**src/hw/rtl/shpr_pkg.sv**
```systemverilog
// shpr_pkg: types and constants of the sensor-hub packet receiver
// no dependencies; used by the top level and the checker
`timescale 1ns / 1ps
`default_nettype none

package shpr_pkg;

  localparam logic [15:0] LEN_ERROR     = 16'hFFFF;
  localparam logic [15:0] CONT_MASK     = 16'h7FFF;
  localparam logic [7:0]  TIMEBASE_MARK = 8'hFB;
  localparam logic [14:0] HDR_BYTES     = 15'd4;
  localparam logic [14:0] MIN_PLAIN     = 15'd15;
  localparam logic [14:0] MIN_BIAS      = 15'd21;
  localparam logic [14:0] MIN_FEATURE   = 15'd17;
  localparam logic [14:0] CAP_FIRST     = 15'd9;
  localparam logic [14:0] CAP_END       = 15'd21;
  localparam int unsigned CAP_COUNT     = 12;

  localparam int unsigned CFG_IDX_W  = 2;
  localparam int unsigned CFG_DATA_W = 8;

  localparam logic [7:0] RESET_REPORT_ID    = 8'd1;
  localparam logic [7:0] RESET_FEATURE_CODE = 8'd252;

  typedef enum logic [2:0] {
    STATUS_MATCH   = 3'd0,
    STATUS_FEATURE = 3'd1,
    STATUS_OTHER   = 3'd2,
    STATUS_LEN_ERR = 3'd3,
    STATUS_NULL    = 3'd4
  } status_e;

  typedef enum logic [CFG_IDX_W-1:0] {
    CFG_REPORT_ID    = 2'd0,
    CFG_BIAS_FORMAT  = 2'd1,
    CFG_FEATURE_CODE = 2'd2
  } cfg_idx_e;

  typedef struct packed {
    status_e     packet_status;
    logic [7:0]  channel;
    logic [7:0]  sequence_number;
    logic [14:0] cargo_length;
    logic [15:0] axis_x;
    logic [15:0] axis_y;
    logic [15:0] axis_z;
    logic [15:0] drift_x;
    logic [15:0] drift_y;
    logic [15:0] drift_z;
  } result_t;

endpackage

`default_nettype wire

```
**src/hw/rtl/shpr_in_if.sv**
```systemverilog
// shpr_in_if: byte channel into the packet receiver
// valid/ready handshake, no dependencies
`timescale 1ns / 1ps
`default_nettype none

interface shpr_in_if;
  logic       valid;
  logic       ready;
  logic [7:0] rx_byte;
  logic       transfer_start;

  modport source (output valid, output rx_byte, output transfer_start, input ready);
  modport sink   (input valid, input rx_byte, input transfer_start, output ready);
endinterface

`default_nettype wire

```
**src/hw/rtl/shpr_out_if.sv**
```systemverilog
// shpr_out_if: result channel out of the packet receiver
// valid/ready handshake, no dependencies
`timescale 1ns / 1ps
`default_nettype none

interface shpr_out_if;
  logic        valid;
  logic        ready;
  logic [2:0]  packet_status;
  logic [7:0]  channel;
  logic [7:0]  sequence_number;
  logic [14:0] cargo_length;
  logic [15:0] axis_x;
  logic [15:0] axis_y;
  logic [15:0] axis_z;
  logic [15:0] drift_x;
  logic [15:0] drift_y;
  logic [15:0] drift_z;

  modport source (
    output valid, output packet_status, output channel, output sequence_number,
    output cargo_length, output axis_x, output axis_y, output axis_z,
    output drift_x, output drift_y, output drift_z, input ready
  );
  modport sink (
    input valid, input packet_status, input channel, input sequence_number,
    input cargo_length, input axis_x, input axis_y, input axis_z,
    input drift_x, input drift_y, input drift_z, output ready
  );
endinterface

`default_nettype wire

```
**src/hw/rtl/sensor_hub_packet_receiver_top.sv**
```systemverilog
// sensor_hub_packet_receiver_top: splits a sensor-hub byte stream into packets
// and reports one classified result per packet; uses shpr_pkg, shpr_in_if, shpr_out_if
//
// The receiver takes one byte per clock cycle while input ready is high. Each byte is parsed
// by the header/cargo logic in the cycle it is accepted and a finished packet is
// written to a result register; a second result register acts as a skid stage,
// so bytes keep flowing while one result waits to be taken. Input ready drops
// only when both result registers are full. A result is registered from the byte
// that ends the packet (the fourth header byte on errors or header-only packets,
// otherwise the last cargo byte). Configuration writes
// take effect at the next edge and are to be done while no packet is open.
`timescale 1ns / 1ps
`default_nettype none

module sensor_hub_packet_receiver_top (
  input  wire logic                            clk_i,
  input  wire logic                            rst_ni,
  input  wire logic                            cfg_we_i,
  input  wire logic [shpr_pkg::CFG_IDX_W-1:0]  cfg_idx_i,
  input  wire logic [shpr_pkg::CFG_DATA_W-1:0] cfg_data_i,
  shpr_in_if.sink                              rx_i,
  shpr_out_if.source                           res_o
);
  import shpr_pkg::*;

  // configuration
  logic [7:0] report_id_q;
  logic       bias_q;
  logic [7:0] feature_code_q;

  // packet state
  logic [14:0] pos_q, pos_d;
  logic [15:0] len_q, len_d;
  logic [7:0]  ch_q, ch_d;
  logic [7:0]  seq_q, seq_d;
  logic [7:0]  first_q, first_d;
  logic [7:0]  rid_q, rid_d;
  logic [7:0]  val_q [CAP_COUNT];
  logic [7:0]  val_d [CAP_COUNT];
  logic        inpk_q, inpk_d;

  // values after an optional start-of-transfer clear
  logic [14:0] pos_e;
  logic [15:0] len_e;
  logic [14:0] cargo_idx;
  logic [14:0] cap_off;
  logic [15:0] len_masked;

  logic    accept;
  logic    res_fire;
  status_e res_status;
  logic [14:0] res_cargo;
  result_t res_new;

  // result registers
  result_t head_q, skid_q;
  logic    head_valid_q, skid_valid_q;
  logic    pop;

  function automatic status_e classify(
    input logic [14:0] cargo,
    input logic [7:0]  first,
    input logic [7:0]  rid,
    input logic        bias,
    input logic [7:0]  want,
    input logic [7:0]  feat
  );
    logic [14:0] need;
    need = bias ? MIN_BIAS : MIN_PLAIN;
    if (cargo >= need && first == TIMEBASE_MARK && rid == want) begin
      return STATUS_MATCH;
    end else if (cargo >= MIN_FEATURE && first == feat) begin
      return STATUS_FEATURE;
    end else begin
      return STATUS_OTHER;
    end
  endfunction

  assign accept = rx_i.valid & rx_i.ready;
  assign pop    = head_valid_q & res_o.ready;

  always_ff @(posedge clk_i or negedge rst_ni) begin
    if (!rst_ni) begin
      report_id_q    <= RESET_REPORT_ID;
      bias_q         <= 1'b0;
      feature_code_q <= RESET_FEATURE_CODE;
    end else if (cfg_we_i) begin
      case (cfg_idx_i)
        CFG_REPORT_ID:    report_id_q    <= cfg_data_i;
        CFG_BIAS_FORMAT:  bias_q         <= cfg_data_i[0];
        CFG_FEATURE_CODE: feature_code_q <= cfg_data_i;
        default: ;
      endcase
    end
  end

  always_comb begin
    pos_e      = rx_i.transfer_start ? '0 : pos_q;
    len_e      = rx_i.transfer_start ? '0 : len_q;
    len_masked = len_e & CONT_MASK;
    cargo_idx  = pos_e - HDR_BYTES;
    cap_off    = cargo_idx - CAP_FIRST;

    pos_d   = pos_q;
    len_d   = len_q;
    ch_d    = ch_q;
    seq_d   = seq_q;
    first_d = first_q;
    rid_d   = rid_q;
    val_d   = val_q;
    inpk_d  = inpk_q;

    res_fire   = 1'b0;
    res_status = STATUS_OTHER;
    res_cargo  = '0;

    if (accept && (rx_i.transfer_start || inpk_q)) begin
      if (rx_i.transfer_start) begin
        ch_d    = '0;
        seq_d   = '0;
        first_d = '0;
        rid_d   = '0;
        for (int i = 0; i < CAP_COUNT; i++) begin
          val_d[i] = '0;
        end
      end
      inpk_d = 1'b1;
      pos_d  = pos_e + 15'd1;
      len_d  = len_e;

      if (pos_e < HDR_BYTES) begin
        case (pos_e[1:0])
          2'd0: len_d = {8'h00, rx_i.rx_byte};
          2'd1: len_d = {rx_i.rx_byte, len_e[7:0]};
          2'd2: ch_d  = rx_i.rx_byte;
          default: begin
            seq_d = rx_i.rx_byte;
            len_d = len_masked;
            if (len_e == LEN_ERROR) begin
              res_fire   = 1'b1;
              res_status = STATUS_LEN_ERR;
            end else if (len_masked < {1'b0, HDR_BYTES}) begin
              res_fire   = 1'b1;
              res_status = STATUS_NULL;
            end else if (len_masked == {1'b0, HDR_BYTES}) begin
              res_fire   = 1'b1;
              res_status = classify('0, first_d, rid_d, bias_q, report_id_q,
                                    feature_code_q);
            end
          end
        endcase
      end else begin
        if (cargo_idx == 15'd0) begin
          first_d = rx_i.rx_byte;
        end else if (cargo_idx == 15'd5) begin
          rid_d = rx_i.rx_byte;
        end else if (cargo_idx >= CAP_FIRST && cargo_idx < CAP_END) begin
          val_d[cap_off[3:0]] = rx_i.rx_byte;
        end
        if ({1'b0, pos_e} + 16'd1 >= len_e) begin
          res_fire   = 1'b1;
          res_cargo  = len_e[14:0] - HDR_BYTES;
          res_status = classify(res_cargo, first_d, rid_d, bias_q, report_id_q,
                                feature_code_q);
        end
      end

      if (res_fire) begin
        inpk_d = 1'b0;
      end
    end

    res_new.packet_status   = res_status;
    res_new.channel         = ch_d;
    res_new.sequence_number = seq_d;
    res_new.cargo_length    = res_cargo;
    res_new.axis_x          = '0;
    res_new.axis_y          = '0;
    res_new.axis_z          = '0;
    res_new.drift_x         = '0;
    res_new.drift_y         = '0;
    res_new.drift_z         = '0;
    if (res_status == STATUS_MATCH) begin
      res_new.axis_x = {val_d[1], val_d[0]};
      res_new.axis_y = {val_d[3], val_d[2]};
      res_new.axis_z = {val_d[5], val_d[4]};
      if (bias_q) begin
        res_new.drift_x = {val_d[7], val_d[6]};
        res_new.drift_y = {val_d[9], val_d[8]};
        res_new.drift_z = {val_d[11], val_d[10]};
      end
    end
  end

  always_ff @(posedge clk_i or negedge rst_ni) begin
    if (!rst_ni) begin
      pos_q   <= '0;
      len_q   <= '0;
      ch_q    <= '0;
      seq_q   <= '0;
      first_q <= '0;
      rid_q   <= '0;
      inpk_q  <= 1'b0;
      for (int i = 0; i < CAP_COUNT; i++) begin
        val_q[i] <= '0;
      end
    end else begin
      pos_q   <= pos_d;
      len_q   <= len_d;
      ch_q    <= ch_d;
      seq_q   <= seq_d;
      first_q <= first_d;
      rid_q   <= rid_d;
      inpk_q  <= inpk_d;
      val_q   <= val_d;
    end
  end

  // result register plus skid stage
  always_ff @(posedge clk_i or negedge rst_ni) begin
    if (!rst_ni) begin
      head_valid_q <= 1'b0;
      skid_valid_q <= 1'b0;
    end else if (skid_valid_q) begin
      if (pop) begin
        head_valid_q <= 1'b1;
        skid_valid_q <= 1'b0;
      end
    end else if (res_fire) begin
      if (!head_valid_q || pop) begin
        head_valid_q <= 1'b1;
      end else begin
        skid_valid_q <= 1'b1;
      end
    end else if (pop) begin
      head_valid_q <= 1'b0;
    end
  end

  always_ff @(posedge clk_i) begin
    if (skid_valid_q) begin
      if (pop) begin
        head_q <= skid_q;
      end
    end else if (res_fire) begin
      if (!head_valid_q || pop) begin
        head_q <= res_new;
      end else begin
        skid_q <= res_new;
      end
    end
  end

  assign rx_i.ready = ~skid_valid_q;

  assign res_o.valid           = head_valid_q;
  assign res_o.packet_status   = head_q.packet_status;
  assign res_o.channel         = head_q.channel;
  assign res_o.sequence_number = head_q.sequence_number;
  assign res_o.cargo_length    = head_q.cargo_length;
  assign res_o.axis_x          = head_q.axis_x;
  assign res_o.axis_y          = head_q.axis_y;
  assign res_o.axis_z          = head_q.axis_z;
  assign res_o.drift_x         = head_q.drift_x;
  assign res_o.drift_y         = head_q.drift_y;
  assign res_o.drift_z         = head_q.drift_z;

endmodule

`default_nettype wire

```
**src/flat_wrapper.sv**
```systemverilog
// flat-port wrapper written by rule: the top's interface ports become plain ports
module sensor_hub_packet_receiver_top_flat import shpr_pkg::*;
  (clk_i, rst_ni, cfg_we_i, cfg_idx_i, cfg_data_i, rx_i_valid, rx_i_rx_byte, rx_i_transfer_start, rx_i_ready, res_o_valid, res_o_packet_status, res_o_channel, res_o_sequence_number, res_o_cargo_length, res_o_axis_x, res_o_axis_y, res_o_axis_z, res_o_drift_x, res_o_drift_y, res_o_drift_z, res_o_ready);
  shpr_in_if rx_i_i ();
  shpr_out_if res_o_i ();
  input  wire logic clk_i;
  input  wire logic rst_ni;
  input  wire logic cfg_we_i;
  input  wire logic [shpr_pkg::CFG_IDX_W-1:0] cfg_idx_i;
  input  wire logic [shpr_pkg::CFG_DATA_W-1:0] cfg_data_i;
  input wire logic [$bits(rx_i_i.valid)-1:0] rx_i_valid;
  input wire logic [$bits(rx_i_i.rx_byte)-1:0] rx_i_rx_byte;
  input wire logic [$bits(rx_i_i.transfer_start)-1:0] rx_i_transfer_start;
  output wire logic [$bits(rx_i_i.ready)-1:0] rx_i_ready;
  output wire logic [$bits(res_o_i.valid)-1:0] res_o_valid;
  output wire logic [$bits(res_o_i.packet_status)-1:0] res_o_packet_status;
  output wire logic [$bits(res_o_i.channel)-1:0] res_o_channel;
  output wire logic [$bits(res_o_i.sequence_number)-1:0] res_o_sequence_number;
  output wire logic [$bits(res_o_i.cargo_length)-1:0] res_o_cargo_length;
  output wire logic [$bits(res_o_i.axis_x)-1:0] res_o_axis_x;
  output wire logic [$bits(res_o_i.axis_y)-1:0] res_o_axis_y;
  output wire logic [$bits(res_o_i.axis_z)-1:0] res_o_axis_z;
  output wire logic [$bits(res_o_i.drift_x)-1:0] res_o_drift_x;
  output wire logic [$bits(res_o_i.drift_y)-1:0] res_o_drift_y;
  output wire logic [$bits(res_o_i.drift_z)-1:0] res_o_drift_z;
  input wire logic [$bits(res_o_i.ready)-1:0] res_o_ready;
  assign rx_i_i.valid = rx_i_valid;
  assign rx_i_i.rx_byte = rx_i_rx_byte;
  assign rx_i_i.transfer_start = rx_i_transfer_start;
  assign rx_i_ready = rx_i_i.ready;
  assign res_o_valid = res_o_i.valid;
  assign res_o_packet_status = res_o_i.packet_status;
  assign res_o_channel = res_o_i.channel;
  assign res_o_sequence_number = res_o_i.sequence_number;
  assign res_o_cargo_length = res_o_i.cargo_length;
  assign res_o_axis_x = res_o_i.axis_x;
  assign res_o_axis_y = res_o_i.axis_y;
  assign res_o_axis_z = res_o_i.axis_z;
  assign res_o_drift_x = res_o_i.drift_x;
  assign res_o_drift_y = res_o_i.drift_y;
  assign res_o_drift_z = res_o_i.drift_z;
  assign res_o_i.ready = res_o_ready;
  sensor_hub_packet_receiver_top u_core (.clk_i(clk_i), .rst_ni(rst_ni), .cfg_we_i(cfg_we_i), .cfg_idx_i(cfg_idx_i), .cfg_data_i(cfg_data_i), .rx_i(rx_i_i), .res_o(res_o_i));
endmodule
```
**config.mk**
```make
export PLATFORM = sky130hd
export DESIGN_NAME = sensor_hub_packet_receiver_top_flat
export DESIGN_NICKNAME = d
export VERILOG_FILES = /design/src/hw/rtl/shpr_pkg.sv /design/src/hw/rtl/shpr_in_if.sv /design/src/hw/rtl/shpr_out_if.sv /design/src/hw/rtl/sensor_hub_packet_receiver_top.sv /design/src/flat_wrapper.sv
export SDC_FILE = /design/constraint.sdc
export NUM_CORES = 1
export LEC_CHECK = 0
export BUFFER_PORTS_ARGS = -buffer_cell sky130_fd_sc_hd__buf_2
export CELL_PAD_IN_SITES_DETAIL_PLACEMENT = 1
export CELL_PAD_IN_SITES_GLOBAL_PLACEMENT = 1
export CORE_MARGIN = 2
export CORE_UTILIZATION = 30
export DETAILED_ROUTE_END_ITERATION = 8
export PLACE_DENSITY_LB_ADDON = 0.3
export SYNTH_ARGS = -nofsm -noshare
export SYNTH_HDL_FRONTEND = slang
export SYNTH_SLANG_ARGS = --single-unit
```
**constraint.sdc**
```tcl
create_clock -name clk_i -period 13.32 [get_ports clk_i]
set_input_delay 2.664 -clock clk_i [delete_from_list [all_inputs] [get_ports clk_i]]
set_output_delay 2.664 -clock clk_i [all_outputs]
set_load 0.05 [all_outputs]
```
==> qor_table.md <==
| Quantity | This run | Unit |
|:---|:---|:---|
| Power density of the placed cells | 140 | nW/um2 |
| Sum of overflow across all layers after global routing | 0 | - |
| CP max FO | 47 | - |
| Ratio of cells with drive above 1 in the final layout | 0.172 | - |
| Die Area | 68,500 | um2 |
| Top area cells in the synthesized netlist | sky130_fd_sc_hd__edfxtp_1 39%, sky130_fd_sc_hd__dfrtp_1 22%, sky130_fd_sc_hd__nand2_1 6.5% | - |
| Cts bufs inserted | 51 | - |
| Routed WL per cell | 21.1 | um |
| Headroom to the max-slew limit | 0.223 | - |
| Hold crit path type | register to register | - |
| Signed area change from the synthesized netlist to the final layout | 15.5 | % |
| Number of design rule violations left after detail routing | 0 | - |
| Final Instance Area | 23,000 | um2 |
| Max stage delay cell, worst path | sky130_fd_sc_hd__buf_4 | - |
| Total of hold buffers inserted after clock tree synthesis | 0 | - |
| Number of vias per cell | 4.98 | - |
| Result of the run | finished, final reports clean | - |
| Count of instances resized after the clock tree is built | 0 | - |
| Clock tree from TritonCTS | done | - |
| Destination of the worst register-to-register timing path | u_core.skid_q[35]$_DFFE_PP_ | - |
| Minimum period implied by the final worst setup slack | 8.38 | ns |
| Input/output buffers | 155 | - |
| Buffers from clock root to sink, at most | 3 | - |
| Commonest cells after routing, fill and taps aside | 342 x sky130_fd_sc_hd__nand2_1, 260 x sky130_fd_sc_hd__edfxtp_1, 170 x sky130_fd_sc_hd__dfrtp_1 | - |
| Most common cell after layout, fill and taps aside | sky130_fd_sc_hd__nand2_1 | - |
| Clock share of power | 0.423 | - |
| Final setup TNS | 0 | ns |
| Depth of the critical timing path with buffers and inverters included | 23 | - |
| Worst-case register-to-register setup slack | 7.53 | ns |
| Gate count after technology mapping | 1,773 | - |
| Largest net degree at the start of global routing | 101 | - |
| Compound-cell area share of the yosys netlist | 0.103 | - |
| Post-CTS Setup Bufs | 0 | - |
| Cell variety after synth | 86 | - |
| Avg Synthesized Cell Area | 11.2 | um2 |
| Reg2reg path depth | 18 | - |
| Fraction of synthesized area in multiplexers | 0.0480 | - |
| Number of diodes | 0 | - |
| Class of the most critical setup path | input pin to register | - |
| Post-synthesis instance area | 19,900 | um2 |
| Violation count after the first detailed-route iteration | 974 | - |
| Total buffers and inverters traversed by the critical path | 7 | - |
| Last element of the critical path | u_core.skid_q[35]$_DFFE_PP_ | - |
| Startpoint class of the critical path | input pin | - |
| Max cap viols | 0 | - |
| Total leakage power | 9.10 | nW |
| Fraction of post-synthesis cell area in the top cell type by area | 0.392 | - |
| Worst Tran Pin Value | 1.17 | ns |
| Cell chain of the critical path | buf_2 -> buf_4 -> inv_1 -> buf_4 -> nand2_1 -> inv_1 -> ha_1 -> nand3_1 -> nor3_1 -> nand3_1 -> xnor2_1 -> nor2_1 -> ha_1 -> nand4_1 -> a211oi_1 -> a21oi_1 -> o211ai_1 -> a31o_2 -> nand2_1 -> a21o_1 -> nor3b_4 -> buf_4 -> buf_4 | - |
| Share of flip-flops with an asynchronous set or reset | 0.408 | - |
| Placed cell area | 21,400 | um2 |
| Internal Dissipation | 2.37 | mW |
| Die X | 262 | um |
| Number of iterations in the first detailed-routing pass | 6 | - |
| Via count of the first global-routing pass | 14,500 | - |
| Clock insertion delay at the later pin of the skew report | 0.59 | ns |
| Yosys reg bits | 439 | - |
| Fraction of power spent switching nets | 0.261 | - |
| Delay of the slowest cell on the worst path | 0.68 | ns |
| Launch point of the worst path | rx_i_transfer_start | - |
| Detail Route Antenna Nets | 0 | - |
| Area of the core region | 65,700 | um2 |
| Crit. End Element | register | - |
| Clock transition time at the flip-flop clock pins of the worst setup and hold paths | 0.05 | ns |
| Vert. Die Dim | 262 | um |
| GP Congestion | 0.841 | - |
| Relative contribution of combinational cells to total power | 0.103 | - |
| Ports placed on the boundary | 156 | - |
| Switching Power | 0.839 | mW |
| Cell chosen for the clock root | sky130_fd_sc_hd__clkbuf_16 | - |
| Unrepaired setup endpoints after global routing | no | - |
| Arrival time at the worst endpoint | 8.60 | ns |
| Synth Area in Simple Gates | 0.153 | - |
| Fmax achieved | 119 | MHz |
| Via count | 13,900 | - |
| Library cell with the largest summed area after synthesis | sky130_fd_sc_hd__edfxtp_1 | - |
| Required time at the endpoint of the critical path | 13.54 | ns |
| Final HPWL from detailed placement | 38,400 | um |
| Worst supply voltage drop on vdd | 0.0790 | mV |
| Count of flip-flops with a built-in enable after synthesis | 260 | - |
| Global router's overall resource usage | 0.172 | - |
| Final Cycle Share | 0.629 | - |
| # nets final | 1,942 | - |
| Sequential share of power | 0.474 | - |
| Routed Wire Length | 58,900 | um |
| Synthesized-area fraction occupied by adder cells | 0.0188 | - |
| First-pass GRT wire length | 90,700 | um |
| Warnings, synthesis | 0 | - |
| Final setup viols | 0 | - |
| Post-synthesis xor/xnor area fraction | 0.0149 | - |
| Category of cells accounting for the largest share of critical-path delay | buffers and inverters | - |
| Count of endpoints failing hold in the final timing report | 0 | - |
| Combinational family with the most area after synthesis | simple AND/OR/NAND/NOR gates | - |
| Worst-case clock skew | 0.0146 | ns |
| Net count after synthesis | 1,827 | - |
| Htree depth | 2 | - |
| Number of slew-limit violations in the final report | 0 | - |
| Reg2reg start | u_core.pos_q[2]$_DFFE_PN0P_ | - |
| Antenna violations before repair | 1 | - |
| Prevailing post-synth register cell | sky130_fd_sc_hd__edfxtp_1 | - |
| Number of sinks driven by the clock tree | 439 | - |
| Sequential cell area fraction in the yosys report | 0.617 | - |
| Placement row count | 94 | - |
| CP most frequent cell | sky130_fd_sc_hd__buf_4 | - |
| Initial core utilization | 0.303 | - |
[power groups by stage]
stage | logic [mW] | clock network (mW) | registers, mW
6_report | 0.330 | 1.36 | 1.52
5_1_grt | 0.361 | 1.44 | 1.53
3_3_place_gp | 0.321 | 0 | 1.55
2_1_floorplan | 0.196 | 0 | 1.57
3_5_place_dp | 0.331 | 0 | 1.55
4_1_cts | 0.333 | 1.39 | 1.52
[cell type report]
type | instances | area, um2
Clock buffer | 77 | 1460
Inverter | 90 | 338
Multi-Input combinational cell | 1133 | 6770
Sequential cell | 439 | 12300
Clock inverter | 18 | 151
Timing Repair Buffer | 173 | 920
Tap cell | 864 | 1080
Fill cell | 7261 | 42700
[how the worst min path moves through the flow]
stage / endpoint / startpoint / cells after the start
after floorplan: u_core.ch_q[0]$_DFF_PN0_ / u_core.ch_q[0]$_DFF_PN0_ / 1
after global placement: u_core.ch_q[2]$_DFF_PN0_ / u_core.ch_q[2]$_DFF_PN0_ / 1
after detailed placement: u_core.ch_q[1]$_DFF_PN0_ / u_core.ch_q[1]$_DFF_PN0_ / 1
after CTS: u_core.ch_q[7]$_DFF_PN0_ / u_core.ch_q[7]$_DFF_PN0_ / 1
after global routing: u_core.res_o.cargo_length[9]$_DFFE_PP_ / u_core.skid_q[105]$_DFFE_PP_ / 1
final: u_core.res_o.cargo_length[14]$_DFFE_PP_ / u_core.skid_q[110]$_DFFE_PP_ / 1
[state kept, by name, indices dropped and copies added (netlist names), 8 cells and up]
name / flops
u_core.ch_q: 8
u_core.report_id_q: 8
u_core.res_o.axis_z: 16
u_core.val_q: 96
u_core.res_o.cargo_length: 15
u_core.len_q: 16
u_core.res_o.drift_y: 16
u_core.res_o.channel: 8
u_core.pos_q: 15
u_core.rid_q: 8
u_core.res_o.drift_z: 16
u_core.res_o.drift_x: 16
u_core.skid_q: 130
u_core.seq_q: 8
u_core.feature_code_q: 8
u_core.res_o.sequence_number: 8
u_core.res_o.axis_x: 16
u_core.first_q: 8
u_core.res_o.axis_y: 16
[worst register-to-register path, stage by stage (launching register included)]
cell and delay (ns):
sky130_fd_sc_hd__dfrtp_1 0.49, sky130_fd_sc_hd__nor2b_1 0.54, sky130_fd_sc_hd__ha_1 0.37, sky130_fd_sc_hd__nand3_1 0.15, sky130_fd_sc_hd__nor3_1 0.33, sky130_fd_sc_hd__nand3_1 0.13, sky130_fd_sc_hd__xnor2_1 0.21, sky130_fd_sc_hd__nor2_1 0.07
sky130_fd_sc_hd__ha_1 0.31, sky130_fd_sc_hd__nand4_1 0.13, sky130_fd_sc_hd__a211oi_1 0.31, sky130_fd_sc_hd__a21oi_1 0.13, sky130_fd_sc_hd__o211ai_1 0.11, sky130_fd_sc_hd__a31o_2 0.24, sky130_fd_sc_hd__nand2_1 0.08, sky130_fd_sc_hd__a21o_1 0.28
sky130_fd_sc_hd__nor3b_4 0.23, sky130_fd_sc_hd__buf_4 0.56, sky130_fd_sc_hd__buf_4 0.70
[through the flow]
stage	hold WS (ns)	util	worst slack [ns]	power (mW)	cells
after floorplan	0.477	-	0.0339	1.76	1773
after global placement	0.494	0.326	4.46	1.87	2699
after detailed placement	0.505	0.326	4.23	1.88	2699
after CTS	0.519	0.350	4.84	3.25	2794
after global routing	0.534	0.350	4.34	3.33	2794
final	0.518	0.350	4.94	3.21	2794
[per-layer routing]
metal	routed length, um	part of all wire	vias up	track usage
met3	2300	0.039	72	0.0239
met1	28300	0.48	7094	0.249
met5	15	0.00025	-	0
met4	1080	0.018	2	0.0443
met2	27200	0.46	279	0.272
li1	-	-	6470	-
[logic make-up after synthesis]
logic type      Yosys count
xor+xnor                 34
compound gates          317
simple gates            662
buf+inv                 201
mux                      90
flops                   439
fa+ha+maj                30
[cell usage after synthesis, types with 16 or more instances]
master                     count
sky130_fd_sc_hd__a21oi_1      56
sky130_fd_sc_hd__edfxtp_1    260
sky130_fd_sc_hd__dfrtp_1     172
sky130_fd_sc_hd__nor3_1       21
sky130_fd_sc_hd__mux2i_1      48
sky130_fd_sc_hd__ha_1         30
sky130_fd_sc_hd__nand2_1     343
sky130_fd_sc_hd__o21ai_1      55
sky130_fd_sc_hd__mux2_2       41
sky130_fd_sc_hd__nand4_1      25
sky130_fd_sc_hd__xnor2_1      18
sky130_fd_sc_hd__clkbuf_1     67
sky130_fd_sc_hd__nor2_1      165
sky130_fd_sc_hd__o21ai_0      70
sky130_fd_sc_hd__inv_1        89
sky130_fd_sc_hd__a21o_1       24
sky130_fd_sc_hd__xor2_1       16
sky130_fd_sc_hd__a22o_1       48
No activity file was read; power rests on OpenSTA's default activity.
